<file path="config.mk">
export PLATFORM = sky130hd
export DESIGN_NAME = rle_sprite_clip_blitter
export DESIGN_NICKNAME = d
export VERILOG_FILES = /design/src/design/rsc_pkg.sv /design/src/design/rsc_queue.sv /design/src/design/rsc_front.sv /design/src/design/rsc_back.sv /design/src/design/rle_sprite_clip_blitter.sv
export SDC_FILE = /design/constraint.sdc
export NUM_CORES = 2
export LEC_CHECK = 0
export BUFFER_PORTS_ARGS = -buffer_cell sky130_fd_sc_hd__buf_2
export CAP_MARGIN = 20
export CORE_UTILIZATION = 35
export DETAILED_ROUTE_END_ITERATION = 12
export SYNTH_ARGS = -nofsm -noshare
export SYNTH_HDL_FRONTEND = slang
export SYNTH_SLANG_ARGS = --single-unit
</file>
<file path="constraint.sdc">
create_clock -name clk -period 11.4 [get_ports clk]
set_input_delay 0.57 -clock clk [delete_from_list [all_inputs] [get_ports clk]]
set_output_delay 0.57 -clock clk [all_outputs]
set_load 0.05 [all_outputs]
</file>
<file path="src/design/rsc_pkg.sv">
// ----------------------------------------------------------------------------
// rsc_pkg
// Shared types and constants of the run-length sprite clip blitter.
// ----------------------------------------------------------------------------
`default_nettype none

package rsc_pkg;

  // field widths
  localparam int BYTE_W     = 8;
  localparam int COORD_W    = 16;
  localparam int SURF_W     = 13;
  localparam int PIX_ADDR_W = 24;
  localparam int CFG_IDX_W  = 3;
  localparam int CFG_DATA_W = 16;

  // full address before wrapping: y * pitch + x with 13-bit operands
  localparam int ADDR_FULL_W = 2 * SURF_W;

  // parameter defaults
  localparam int DEF_ADDR_BITS   = 24;
  localparam int DEF_QUEUE_DEPTH = 2;

  // configuration register indexes
  localparam logic [CFG_IDX_W-1:0] REG_DEST_X         = 3'd0;
  localparam logic [CFG_IDX_W-1:0] REG_DEST_Y         = 3'd1;
  localparam logic [CFG_IDX_W-1:0] REG_SURFACE_WIDTH  = 3'd2;
  localparam logic [CFG_IDX_W-1:0] REG_SURFACE_HEIGHT = 3'd3;
  localparam logic [CFG_IDX_W-1:0] REG_ROW_PITCH      = 3'd4;

  // configuration reset values
  localparam logic [SURF_W-1:0] RST_SURFACE_WIDTH  = 13'd320;
  localparam logic [SURF_W-1:0] RST_SURFACE_HEIGHT = 13'd200;
  localparam logic [SURF_W-1:0] RST_ROW_PITCH      = 13'd320;

  // stream constants
  localparam logic [31:0]       HDR_MARKER = 32'h0000_0002;
  localparam logic [BYTE_W-1:0] SKIP_BASE  = 8'h80;

  // work item from the front end to the back end
  typedef struct packed {
    logic [BYTE_W-1:0]  value;
    logic [COORD_W-1:0] col;
    logic [COORD_W-1:0] row;
    logic               is_pixel;
    logic               done;
  } entry_t;

endpackage

`default_nettype wire

</file>
<file path="src/design/rsc_queue.sv">
// ----------------------------------------------------------------------------
// rsc_queue
// Short register queue between the decode front end and the pixel back end.
// ----------------------------------------------------------------------------
`default_nettype none

module rsc_queue #(
  parameter int DEPTH = rsc_pkg::DEF_QUEUE_DEPTH
) (
  input  wire logic            clk,
  input  wire logic            rst,
  input  wire logic            push,
  input  wire rsc_pkg::entry_t push_data,
  output logic                 full,
  input  wire logic            pop,
  output logic                 not_empty,
  output rsc_pkg::entry_t      head
);

  localparam int PTR_W = $clog2(DEPTH);
  localparam int CNT_W = $clog2(DEPTH + 1);
  localparam logic [PTR_W-1:0] LAST_PTR = PTR_W'(DEPTH - 1);
  localparam logic [CNT_W-1:0] FULL_CNT = CNT_W'(DEPTH);

  rsc_pkg::entry_t  slots [DEPTH];
  logic [PTR_W-1:0] wr_ptr;
  logic [PTR_W-1:0] rd_ptr;
  logic [CNT_W-1:0] count;

  assign full      = (count == FULL_CNT);
  assign not_empty = (count != '0);
  assign head      = slots[rd_ptr];

  // storage
  always_ff @(posedge clk) begin
    if (push) begin
      slots[wr_ptr] <= push_data;
    end
  end

  // pointers and fill count
  always_ff @(posedge clk) begin
    if (rst) begin
      wr_ptr <= '0;
      rd_ptr <= '0;
      count  <= '0;
    end else begin
      if (push) begin
        wr_ptr <= (wr_ptr == LAST_PTR) ? '0 : wr_ptr + 1'b1;
      end
      if (pop) begin
        rd_ptr <= (rd_ptr == LAST_PTR) ? '0 : rd_ptr + 1'b1;
      end
      if (push && !pop) begin
        count <= count + 1'b1;
      end else if (pop && !push) begin
        count <= count - 1'b1;
      end
    end
  end

endmodule

`default_nettype wire

</file>
<file path="src/design/rsc_front.sv">
// ----------------------------------------------------------------------------
// rsc_front
// Byte decoder: header parse, skip and literal runs, sprite position
// tracking and end detection. Queues one entry per byte that has a result.
// ----------------------------------------------------------------------------
`default_nettype none

module rsc_front (
  input  wire logic                               clk,
  input  wire logic                               rst,
  input  wire logic                               in_valid,
  output logic                                    in_ready,
  input  wire logic [rsc_pkg::BYTE_W-1:0]         stream_byte,
  input  wire logic                               start_of_bitmap,
  input  wire logic signed [rsc_pkg::COORD_W-1:0] dest_y,
  input  wire logic [rsc_pkg::SURF_W-1:0]         surface_height,
  input  wire logic                               q_full,
  output logic                                    q_push,
  output rsc_pkg::entry_t                         q_data
);

  localparam logic [3:0] PH_WORD2 = 4'd4;
  localparam logic [3:0] PH_DATA  = 4'd8;

  // decoder state
  logic [3:0]                   header_phase, header_phase_next;
  logic [31:0]                  header_bytes, header_bytes_next;
  logic [rsc_pkg::COORD_W-1:0]  sprite_width, sprite_width_next;
  logic [31:0]                  pixels_left, pixels_left_next;
  logic [rsc_pkg::BYTE_W-1:0]   literal_left, literal_left_next;
  logic [rsc_pkg::COORD_W-1:0]  sprite_col, sprite_col_next;
  logic [rsc_pkg::COORD_W-1:0]  sprite_row, sprite_row_next;
  logic                         finished, finished_next;

  logic                         accept;
  logic [3:0]                   phase_eff;
  logic [31:0]                  hdr_eff;
  logic [3:0]                   phase_inc;
  logic [31:0]                  hdr_new;
  logic [6:0]                   step_n;
  logic [rsc_pkg::COORD_W:0]    col_sum;
  logic                         col_wrap;
  logic [rsc_pkg::COORD_W-1:0]  col_adv;
  logic [rsc_pkg::COORD_W-1:0]  row_adv;
  logic                         reaches_end;
  logic [31:0]                  left_adv;
  logic signed [17:0]           y_pos;
  logic                         is_skip;

  assign in_ready = !q_full;
  assign accept   = in_valid && in_ready;

  // header accumulation, restarted by a start byte
  always_comb begin
    phase_eff = start_of_bitmap ? 4'd0 : header_phase;
    hdr_eff   = start_of_bitmap ? 32'd0 : header_bytes;
    phase_inc = phase_eff + 4'd1;
    hdr_new   = hdr_eff | (32'(stream_byte) << {phase_eff[1:0], 3'b000});
  end

  // position advance by a skip count or by one literal pixel
  always_comb begin
    step_n      = (literal_left == '0) ? stream_byte[6:0] : 7'd1;
    col_sum     = {1'b0, sprite_col} + 17'(step_n);
    col_wrap    = (col_sum >= {1'b0, sprite_width});
    col_adv     = col_wrap ? 16'(col_sum - {1'b0, sprite_width}) : col_sum[15:0];
    row_adv     = col_wrap ? sprite_row + 16'd1 : sprite_row;
    reaches_end = ({25'd0, step_n} >= pixels_left);
    left_adv    = pixels_left - 32'(step_n);
    is_skip     = stream_byte[7] &&
                  ({9'd0, stream_byte[6:0]} <= sprite_width);
    y_pos       = $signed({2'b00, sprite_row}) + $signed({{2{dest_y[15]}}, dest_y});
  end

  // next state and queue entry
  always_comb begin
    header_phase_next = header_phase;
    header_bytes_next = header_bytes;
    sprite_width_next = sprite_width;
    pixels_left_next  = pixels_left;
    literal_left_next = literal_left;
    sprite_col_next   = sprite_col;
    sprite_row_next   = sprite_row;
    finished_next     = finished;
    q_push            = 1'b0;
    q_data            = '0;

    if (accept && (start_of_bitmap || !finished)) begin
      if (start_of_bitmap) begin
        finished_next     = 1'b0;
        header_phase_next = '0;
        header_bytes_next = '0;
        sprite_width_next = '0;
        pixels_left_next  = '0;
        literal_left_next = '0;
        sprite_col_next   = '0;
        sprite_row_next   = '0;
      end

      if (phase_eff < PH_DATA) begin
        // header bytes
        if (phase_inc == PH_WORD2 && hdr_new == rsc_pkg::HDR_MARKER) begin
          header_bytes_next = '0;
          header_phase_next = PH_WORD2;
        end else if (phase_inc == PH_WORD2 || phase_inc == PH_DATA) begin
          sprite_width_next = hdr_new[15:0];
          pixels_left_next  = 32'(hdr_new[15:0]) * 32'(hdr_new[31:16]);
          header_phase_next = PH_DATA;
          if (hdr_new[15:0] == '0 || hdr_new[31:16] == '0) begin
            finished_next     = 1'b1;
            literal_left_next = '0;
            q_push            = 1'b1;
            q_data.done       = 1'b1;
          end
        end else begin
          header_phase_next = phase_inc;
          header_bytes_next = hdr_new;
        end
      end else if (literal_left == '0) begin
        // control byte
        if (is_skip) begin
          sprite_col_next  = col_adv;
          sprite_row_next  = row_adv;
          pixels_left_next = left_adv;
          if (reaches_end) begin
            finished_next = 1'b1;
            q_push        = 1'b1;
            q_data.done   = 1'b1;
          end
        end else begin
          literal_left_next = stream_byte;
        end
      end else begin
        // literal pixel byte
        literal_left_next = literal_left - 8'd1;
        if (y_pos >= $signed({5'b00000, surface_height})) begin
          finished_next     = 1'b1;
          literal_left_next = '0;
          q_push            = 1'b1;
          q_data.done       = 1'b1;
        end else begin
          sprite_col_next   = col_adv;
          sprite_row_next   = row_adv;
          pixels_left_next  = left_adv;
          q_push            = 1'b1;
          q_data.value      = stream_byte;
          q_data.col        = sprite_col;
          q_data.row        = sprite_row;
          q_data.is_pixel   = 1'b1;
          q_data.done       = reaches_end;
          if (reaches_end) begin
            finished_next     = 1'b1;
            literal_left_next = '0;
          end
        end
      end
    end
  end

  // state registers
  always_ff @(posedge clk) begin
    if (rst) begin
      header_phase <= '0;
      header_bytes <= '0;
      sprite_width <= '0;
      pixels_left  <= '0;
      literal_left <= '0;
      sprite_col   <= '0;
      sprite_row   <= '0;
      finished     <= 1'b1;
    end else begin
      header_phase <= header_phase_next;
      header_bytes <= header_bytes_next;
      sprite_width <= sprite_width_next;
      pixels_left  <= pixels_left_next;
      literal_left <= literal_left_next;
      sprite_col   <= sprite_col_next;
      sprite_row   <= sprite_row_next;
      finished     <= finished_next;
    end
  end

endmodule

`default_nettype wire

</file>
<file path="src/design/rsc_back.sv">
// ----------------------------------------------------------------------------
// rsc_back
// Pixel back end: horizontal and top-edge clip, address multiply-add and output register.
// ----------------------------------------------------------------------------
`default_nettype none

module rsc_back #(
  parameter int ADDR_BITS = rsc_pkg::DEF_ADDR_BITS
) (
  input  wire logic                                clk,
  input  wire logic                                rst,
  input  wire logic                                q_not_empty,
  input  wire rsc_pkg::entry_t                     q_head,
  output logic                                     q_pop,
  input  wire logic signed [rsc_pkg::COORD_W-1:0]  dest_x,
  input  wire logic signed [rsc_pkg::COORD_W-1:0]  dest_y,
  input  wire logic [rsc_pkg::SURF_W-1:0]          surface_width,
  input  wire logic [rsc_pkg::SURF_W-1:0]          row_pitch,
  output logic                                     out_valid,
  input  wire logic                                out_ready,
  output logic                                     write_enable,
  output logic [rsc_pkg::PIX_ADDR_W-1:0]           pixel_addr,
  output logic [rsc_pkg::BYTE_W-1:0]               pixel_value,
  output logic                                     bitmap_done
);

  localparam int FULL_W    = rsc_pkg::ADDR_FULL_W;
  localparam int KEEP_BITS = (ADDR_BITS < FULL_W) ? ADDR_BITS : FULL_W;
  localparam logic [FULL_W-1:0] ADDR_MASK = {FULL_W{1'b1}} >> (FULL_W - KEEP_BITS);

  logic signed [17:0]  x_pos;
  logic signed [17:0]  y_pos;
  logic                wr;
  logic                has_result;
  logic                load_ok;
  logic [FULL_W-1:0]   row_base;
  logic [FULL_W-1:0]   addr_full;

  // clip and address for the head entry
  always_comb begin
    x_pos      = $signed({2'b00, q_head.col}) + $signed({{2{dest_x[15]}}, dest_x});
    y_pos      = $signed({2'b00, q_head.row}) + $signed({{2{dest_y[15]}}, dest_y});
    wr         = q_head.is_pixel && !x_pos[17] && !y_pos[17] &&
                 (x_pos < $signed({5'b00000, surface_width}));
    has_result = wr || q_head.done;
    row_base   = FULL_W'(y_pos[rsc_pkg::SURF_W-1:0]) * FULL_W'(row_pitch);
    addr_full  = (row_base + FULL_W'(x_pos[rsc_pkg::SURF_W-1:0])) & ADDR_MASK;
    load_ok    = !out_valid || out_ready;
    q_pop      = q_not_empty && load_ok;
  end

  // output register, entries with nothing to show are dropped
  always_ff @(posedge clk) begin
    if (rst) begin
      out_valid <= 1'b0;
    end else if (q_pop) begin
      out_valid <= has_result;
    end else if (out_ready) begin
      out_valid <= 1'b0;
    end
  end

  always_ff @(posedge clk) begin
    if (q_pop) begin
      write_enable <= wr;
      pixel_addr   <= wr ? addr_full[rsc_pkg::PIX_ADDR_W-1:0] : '0;
      pixel_value  <= wr ? q_head.value : '0;
      bitmap_done  <= q_head.done;
    end
  end

endmodule

`default_nettype wire

</file>
<file path="src/design/rle_sprite_clip_blitter.sv">
// ----------------------------------------------------------------------------
// rle_sprite_clip_blitter
// Run-length 8-bpp transparent sprite decoder with surface clipping; issues
// framebuffer pixel writes for each visible literal pixel and a done result per bitmap.
//
//   channel  direction  handshake             payload
//   in       sink       in_valid/in_ready     stream_byte, start_of_bitmap
//   out      source     out_valid/out_ready   write_enable, pixel_addr,
//                                             pixel_value, bitmap_done
//   cfg      sink       cfg_valid/cfg_ready   cfg_index, cfg_data
//
// One byte per cycle while the queue is not full; a result is offered from the
// output register (decode and queue write at the byte transfer, then the address
// multiply-add on the queue head into the output register).
// The input stalls only when the queue between decoder and back end is full.
// Reset leaves the decoder finished, waiting for a start byte; configuration
// writes are always ready.
// ----------------------------------------------------------------------------
`default_nettype none

module rle_sprite_clip_blitter #(
  parameter int ADDR_BITS   = rsc_pkg::DEF_ADDR_BITS,
  parameter int QUEUE_DEPTH = rsc_pkg::DEF_QUEUE_DEPTH
) (
  input  wire logic                              clk,
  input  wire logic                              rst,
  input  wire logic                              in_valid,
  output logic                                   in_ready,
  input  wire logic [rsc_pkg::BYTE_W-1:0]        stream_byte,
  input  wire logic                              start_of_bitmap,
  output logic                                   out_valid,
  input  wire logic                              out_ready,
  output logic                                   write_enable,
  output logic [rsc_pkg::PIX_ADDR_W-1:0]         pixel_addr,
  output logic [rsc_pkg::BYTE_W-1:0]             pixel_value,
  output logic                                   bitmap_done,
  input  wire logic                              cfg_valid,
  output logic                                   cfg_ready,
  input  wire logic [rsc_pkg::CFG_IDX_W-1:0]     cfg_index,
  input  wire logic [rsc_pkg::CFG_DATA_W-1:0]    cfg_data
);

  logic signed [rsc_pkg::COORD_W-1:0] dest_x;
  logic signed [rsc_pkg::COORD_W-1:0] dest_y;
  logic [rsc_pkg::SURF_W-1:0]         surface_width;
  logic [rsc_pkg::SURF_W-1:0]         surface_height;
  logic [rsc_pkg::SURF_W-1:0]         row_pitch;

  logic            q_push;
  logic            q_full;
  logic            q_pop;
  logic            q_not_empty;
  rsc_pkg::entry_t q_push_data;
  rsc_pkg::entry_t q_head;

  assign cfg_ready = 1'b1;

  // configuration registers
  always_ff @(posedge clk) begin
    if (rst) begin
      dest_x         <= '0;
      dest_y         <= '0;
      surface_width  <= rsc_pkg::RST_SURFACE_WIDTH;
      surface_height <= rsc_pkg::RST_SURFACE_HEIGHT;
      row_pitch      <= rsc_pkg::RST_ROW_PITCH;
    end else if (cfg_valid && cfg_ready) begin
      case (cfg_index)
        rsc_pkg::REG_DEST_X:         dest_x         <= $signed(cfg_data);
        rsc_pkg::REG_DEST_Y:         dest_y         <= $signed(cfg_data);
        rsc_pkg::REG_SURFACE_WIDTH:  surface_width  <= cfg_data[rsc_pkg::SURF_W-1:0];
        rsc_pkg::REG_SURFACE_HEIGHT: surface_height <= cfg_data[rsc_pkg::SURF_W-1:0];
        rsc_pkg::REG_ROW_PITCH:      row_pitch      <= cfg_data[rsc_pkg::SURF_W-1:0];
        default: begin
        end
      endcase
    end
  end

  // decoder front end
  rsc_front u_front (
    .clk             (clk),
    .rst             (rst),
    .in_valid        (in_valid),
    .in_ready        (in_ready),
    .stream_byte     (stream_byte),
    .start_of_bitmap (start_of_bitmap),
    .dest_y          (dest_y),
    .surface_height  (surface_height),
    .q_full          (q_full),
    .q_push          (q_push),
    .q_data          (q_push_data)
  );

  // decoupling queue
  rsc_queue #(
    .DEPTH (QUEUE_DEPTH)
  ) u_queue (
    .clk       (clk),
    .rst       (rst),
    .push      (q_push),
    .push_data (q_push_data),
    .full      (q_full),
    .pop       (q_pop),
    .not_empty (q_not_empty),
    .head      (q_head)
  );

  // pixel back end
  rsc_back #(
    .ADDR_BITS (ADDR_BITS)
  ) u_back (
    .clk           (clk),
    .rst           (rst),
    .q_not_empty   (q_not_empty),
    .q_head        (q_head),
    .q_pop         (q_pop),
    .dest_x        (dest_x),
    .dest_y        (dest_y),
    .surface_width (surface_width),
    .row_pitch     (row_pitch),
    .out_valid     (out_valid),
    .out_ready     (out_ready),
    .write_enable  (write_enable),
    .pixel_addr    (pixel_addr),
    .pixel_value   (pixel_value),
    .bitmap_done   (bitmap_done)
  );

endmodule

`default_nettype wire
</file>
; Word level (Yosys, flattened, before mapping)
; Memories as Yosys holds them, arrays and structs flattened. A register that Yosys moved wholly into a read port is not among the register bits.
; Index checks and enable logic that the tools add are counted.
[op_classes]
shifts = 1
add_sub_neg = 14
n_eq_ne = 8
n_mux = 75
mul = 2
n_reduce_logical = 34
magnitude_cmp = 6
bitwise = 1
[ops]
columns = cell, n
row1 = 32-bit 2-to-1 mux, 11
row2 = 16-bit 2-to-1 mux, 16
row3 = 41-bit 2-to-1 mux, 3
row4 = 8-bit 2-to-1 mux, 9
row5 = 17-bit by 16-bit adder with 18-bit output, 3
row6 = 42-bit 2-to-1 mux, 1
row7 = 32-bit by 2-bit equality test with 1-bit output (second input constant), 1
row8 = 7-bit by 32-bit greater-or-equal comparator with 1-bit output, 1
row9 = 16-bit zero test, 2
row10 = 16-bit by 16-bit multiplier with 32-bit output, 1
row11 = 32-bit bitwise OR, 1
row12 = 8-bit by 5-bit left shift with 32-bit output, 1
row13 = 32-bit by 7-bit subtractor with 32-bit output, 1
row14 = 1-bit 2-to-1 mux, 28
row15 = 24-bit by 13-bit adder with 24-bit output, 1
row16 = 13-bit by 13-bit multiplier with 24-bit output, 1
row17 = 18-bit by 14-bit greater-or-equal comparator with 1-bit output, 1
row18 = 18-bit by 14-bit < comparator with 1-bit output, 1
row19 = 16-bit by 7-bit adder with 17-bit output, 1
row20 = 17-bit by 16-bit greater-or-equal comparator with 1-bit output, 1
row21 = 16-bit by 1-bit adder with 16-bit output (second input constant), 1
row22 = 7-bit by 16-bit <= comparator with 1-bit output, 1
row23 = 4-bit 2-to-1 mux, 4
row24 = 16-bit subtractor, 1
row25 = other kinds (21), 49
[word_totals]
ramBits = 84
elab_cells = 163
ff_bits = 235
memories = 1
[mem_list]
columns = name, depth, width, rd, rd_clocked_by_memory_dff, write_ports, line
row1 = u_queue.slots, 2, 42, 1, 1, 1, rsc_queue.sv:25  ; rsc_pkg::entry_t slots [DEPTH];

; Logic depth before layout (Yosys ltp)
[depth]
word_depth = 14
mapped_depth = 34
mapped_depth_nobuf = 31

; Modules after synthesis
; Synthesis repeated with hierarchy kept, for this count alone.
[hier_totals]
hier_cells = 3791
hier_area_um2 = 33560.9
[by_module_without_submodules]
columns = module, cells_per_inst, n_inst, area_per_inst_um2
row1 = rsc_front, 2365, 1, 18353.9
row2 = rsc_back, 1012, 1, 9095.0
row3 = rsc_queue, 153, 1, 3240.6
row4 = rle_sprite_clip_blitter, 261, 1, 2871.5

; Least setup slack after synthesis
; No wires, ideal clock.
[synth_path]
path_type = register -> register
startpoint = reg (tool-made name)
endpoint = reg u_back.pixel_addr[21] (netlist bit) (data pin)
setup_time_ps = 266
path_stages_with_launch = 31
path_slack_ps = 3077
period_less_slack_ps = 8323
arrival_time_ps = 8057
cell_sequence = dfxtp_1 clkbuf_1 clkbuf_1 clkbuf_1 mux2i_1 fa_1 nor2b_1 o31a_1 o211ai_1 nand2_1 a21oi_1 xnor2_1 clkbuf_1 and2_1 fa_1 inv_1 fa_1 inv_1 fa_1 fa_1 fa_1 fa_1 ha_1 a21oi_1 nor2_1 o41a_1 o41a_1 o41a_1 a211oi_1 xor2_1 nor2_1
[synth_lines]
columns = item, line
row1 = to (signal assigned), rsc_back.sv:66  ; pixel_addr <= wr ? addr_full[rsc_pkg::PIX_ADDR_W-1:0] : '0;
row2 = to (decl), rsc_back.sv:22  ; output logic [rsc_pkg::PIX_ADDR_W-1:0] pixel_addr,

==> impl_metrics.json <==
{
  "path_clk_slew_ns": 0.06,
  "crit_fanout": 15,
  "ctsResizeCount": 0,
  "cts_sinks": 320,
  "place_area_mm2": 0.0347,
  "first_pass_iters": 6,
  "antenna_found_initial": 1,
  "path_class": "register to register",
  "fin_area_mm2": 0.0360,
  "routedWlPerCell_um": 19.7,
  "required_ns": 11.69,
  "cts_made_buffers": 39,
  "cts_root_buffer": "clkbuf_16",
  "async_reset_ff_frac": 0,
  "num_rows": 112,
  "grt_max_degree": 87,
  "postLayoutCoreUtil": 0.385,
  "synthToLayoutAreaGrowth_pct": 9.01,
  "synthesis.area_mm2": 0.0330,
  "die_h_um": 309,
  "drive_above_1_share": 0.0722,
  "initial_core_util": 0.354,
  "synth-main-ff-cell": "dfxtp_1",
  "drt_iter0_markers": 2202,
  "h-tree-depth": 2,
  "slew_headroom": 0.158,
  "num_vias": 27300,
  "grt_pass1_wl_mm": 156,
  "cp_common_cell": "fa_1",
  "worstSkewPairLatency_ns": 0.60,
  "synthCells": 3798,
  "dp_hpwl_mm": 75.9,
  "syn_avg_cell_area_um2": 8.70,
  "core_mm2": 0.0935,
  "synth_edf_count": 118,
  "cts_buffer_depth": 3,
  "slowest_delay_ns": 0.57,
  "setup_viol_count_final": 0,
  "slew_viol_final": 0,
  "regArea_mm2": 0.00759,
  "die_w_um": 309,
  "grt_pass1_vias": 26900,
  "maxCapViolCount": 0,
  "startpoint_type": "register",
  "gp_congestion": 0.901,
  "hold_class": "input pin to register",
  "syn-num-nets": 4457,
  "synth-seq-cells": 320,
  "diodes": 0,
  "drc": 0,
  "finalClockSkew_ns": 0.0483,
  "fmax_ghz": 0.119,
  "pin_count": 70,
  "yosysSeqAreaShare": 0.230,
  "p_leak_nw": 16.1,
  "cp_num_buf_inv": 4,
  "fill_cells": 9516,
  "tns_ns": 0,
  "numPortBuffers": 68,
  "total_power_w": 0.00391,
  "cts_tree": "done",
  "nNetsFinal": 4440,
  "fin_crit_ns": 8.38,
  "synth_area_leader_cell": "fa_1",
  "die_area_mm2": 0.0957,
  "critPathCaptureType": "register",
  "path_delay_family": "adder cells",
  "cp_slowest_cell": "dfxtp_2",
  "netlist.area_leader.share": 0.199,
  "pwr_density_cell_mw_per_mm2": 109,
  "ys_top_cells_by_area": "fa_1 20%, dfxtp_1 12%, ha_1 11%, edfxtp_1 11%, nand2_1 6.0%",
  "crit_arrival_ns": 8.67,
  "synth.yosys.warnings": 0,
  "postCtsHoldBufs": 0,
  "wirelength_mm": 99.9,
  "overflow": 0,
  "grt_use_total": 0.210,
  "status": "finished, final reports clean",
  "tightestPinTransition_ns": 1.26,
  "hold_viol_final": 0,
  "ir_worst_vdd_mv": 0.108,
  "multi_input_area_mm2": 0.0230,
  "rsz0062_at_grt": "no",
  "drtAntennaViolNets": 0,
  "ys_types": 96,
  "fin_hold_ws_ns": 0.272,
  "period_share": 0.735,
  "cts_setup_buffers": 0,
  "viasPerCell": 5.39
}
==> synthesized netlist by cell type (16+ instances only) <==
cell type,count
nand2_1,532
inv_1,470
fa_1,329
nor2_1,303
ha_1,297
a21oi_1,226
dfxtp_1,202
clkbuf_1,150
edfxtp_1,118
and2_1,110
xnor2_1,90
o21ai_0,73
a21o_1,55
nand3_1,51
nor3_1,49
nor4_1,43
a22oi_1,40
xor2_1,36
a31oi_1,33
nand2b_1,32
and3_1,31
mux2_2,31
o211ai_1,30
mux2i_1,29
a211oi_1,28
or3_1,27
nor2b_1,26
o21a_1,24
nand4_1,21
nand3b_1,17
o32ai_1,17
buf_2,16
==> through the flow <==
stage          setup WS, ns  instances
2_1_floorplan          3.08       3798
3_3_place_gp           2.89       4990
3_5_place_dp           2.77       4990
4_1_cts                2.74       5061
5_1_grt                2.52       5065
6_report               3.02       5065
==> flip-flops by register name, indices dropped and copies added (netlist names), 16 cells and up, named ones only <==
| signal | count |
|---|---|
| u_front.sprite_width | 16 |
| u_front.header_bytes | 32 |
| u_front.sprite_col | 16 |
| dest_y | 16 |
| dest_x | 16 |
| u_front.sprite_row | 16 |
| u_front.pixels_left | 32 |
| u_back.pixel_addr | 24 |
| u_queue.slots | 84 |
==> report_power, final <==
| part | internal [W] | switching, W | total (W) |
|---|---|---|---|
| registers | 0.00127 | 0.0000434 | 0.00132 |
| clock network | 0.000745 | 0.000549 | 0.00129 |
| logic | 0.000401 | 0.000902 | 0.00130 |
==> worst register-to-register path, cell delays in order (launching register included) <==
cell and delay (ns):
dfxtp_2 0.57, mux2_2 0.39, ha_1 0.34, and2_1 0.18, a31oi_1 0.25, a21oi_1 0.13
a21oi_1 0.19, xnor2_1 0.30, and2_1 0.31, fa_1 0.53, inv_1 0.05, fa_1 0.48
inv_1 0.06, fa_1 0.50, inv_1 0.05, fa_1 0.52, inv_1 0.04, fa_1 0.49
fa_1 0.42, ha_1 0.35, nand3_1 0.14, a211oi_1 0.08, o41a_1 0.43, o41a_1 0.38
o41a_1 0.43, a211oi_1 0.28, xor2_1 0.17, nor2_1 0.05
==> logic make-up after synthesis <==
group / share of synthesized area
AO/OA/AOI/OAI: 0.143
XOR/XNOR: 0.0341
adder cells (fa/ha/maj): 0.312
buffers and inverters: 0.0757
flip-flops: 0.230
multiplexers: 0.0197
other: 0.000113
AND/OR/NAND/NOR: 0.186
==> path summary, 6_finish.rpt <==
path | from | end | slack (ns) | depth (start not counted)
worst max register to register | register | u_back.pixel_addr[21] | 3.02 | 27
worst min register to register | u_front.header_bytes[15] | u_front.header_bytes[15] | 0.45 | 2
worst max-delay path | register | u_back.pixel_addr[21] | 3.02 | 27
worst min-delay path | cfg_data[13] | dest_x[13] | 0.27 | 3
==> metal layers <==
layer | wire length [um] | global-route usage | share of wire
met2 | 47400 | 0.355 | 0.47
met3 | 6520 | 0.0270 | 0.065
met1 | 43000 | 0.279 | 0.43
met4 | 2950 | 0.0601 | 0.030
met5 | 0 | 0 | 0
==> cell type report <==
class	instances	area share
multi-input combinational	2822	0.638
sequential	320	0.211
inverter	471	0.0491
tap	1254	0.0436
clock buffer	48	0.0297
timing repair buffer	127	0.0219
clock inverter	23	0.00702
==> cell usage in the layout (no fill, tap or decap), drive strengths merged, types with 12 or more instances in the layout <==
cell type | netlist | routed
nand2b | 32 | 32
or2 | 16 | 16
buf | 34 | 127
a21o | 55 | 55
nor2b | 26 | 26
nand2 | 532 | 532
edfxtp | 118 | 118
mux2 | 32 | 32
nand3b | 17 | 17
ha | 297 | 297
a221oi | 12 | 12
a22oi | 40 | 40
clkinv | 1 | 15
or3 | 28 | 28
nor3 | 56 | 56
nand3 | 52 | 52
inv | 470 | 473
nand4 | 21 | 21
o211ai | 30 | 30
and2 | 110 | 110
nor4 | 45 | 45
a211oi | 29 | 29
mux2i | 29 | 29
a31oi | 33 | 33
dfxtp | 202 | 202
o21a | 24 | 24
nor2 | 303 | 303
o21ai | 83 | 83
clkbuf | 151 | 48
xor2 | 36 | 36
fa | 329 | 329
and3 | 31 | 31
a21oi | 226 | 226
xnor2 | 90 | 90
o32ai | 17 | 17
(Power assumes the default switching activity.)
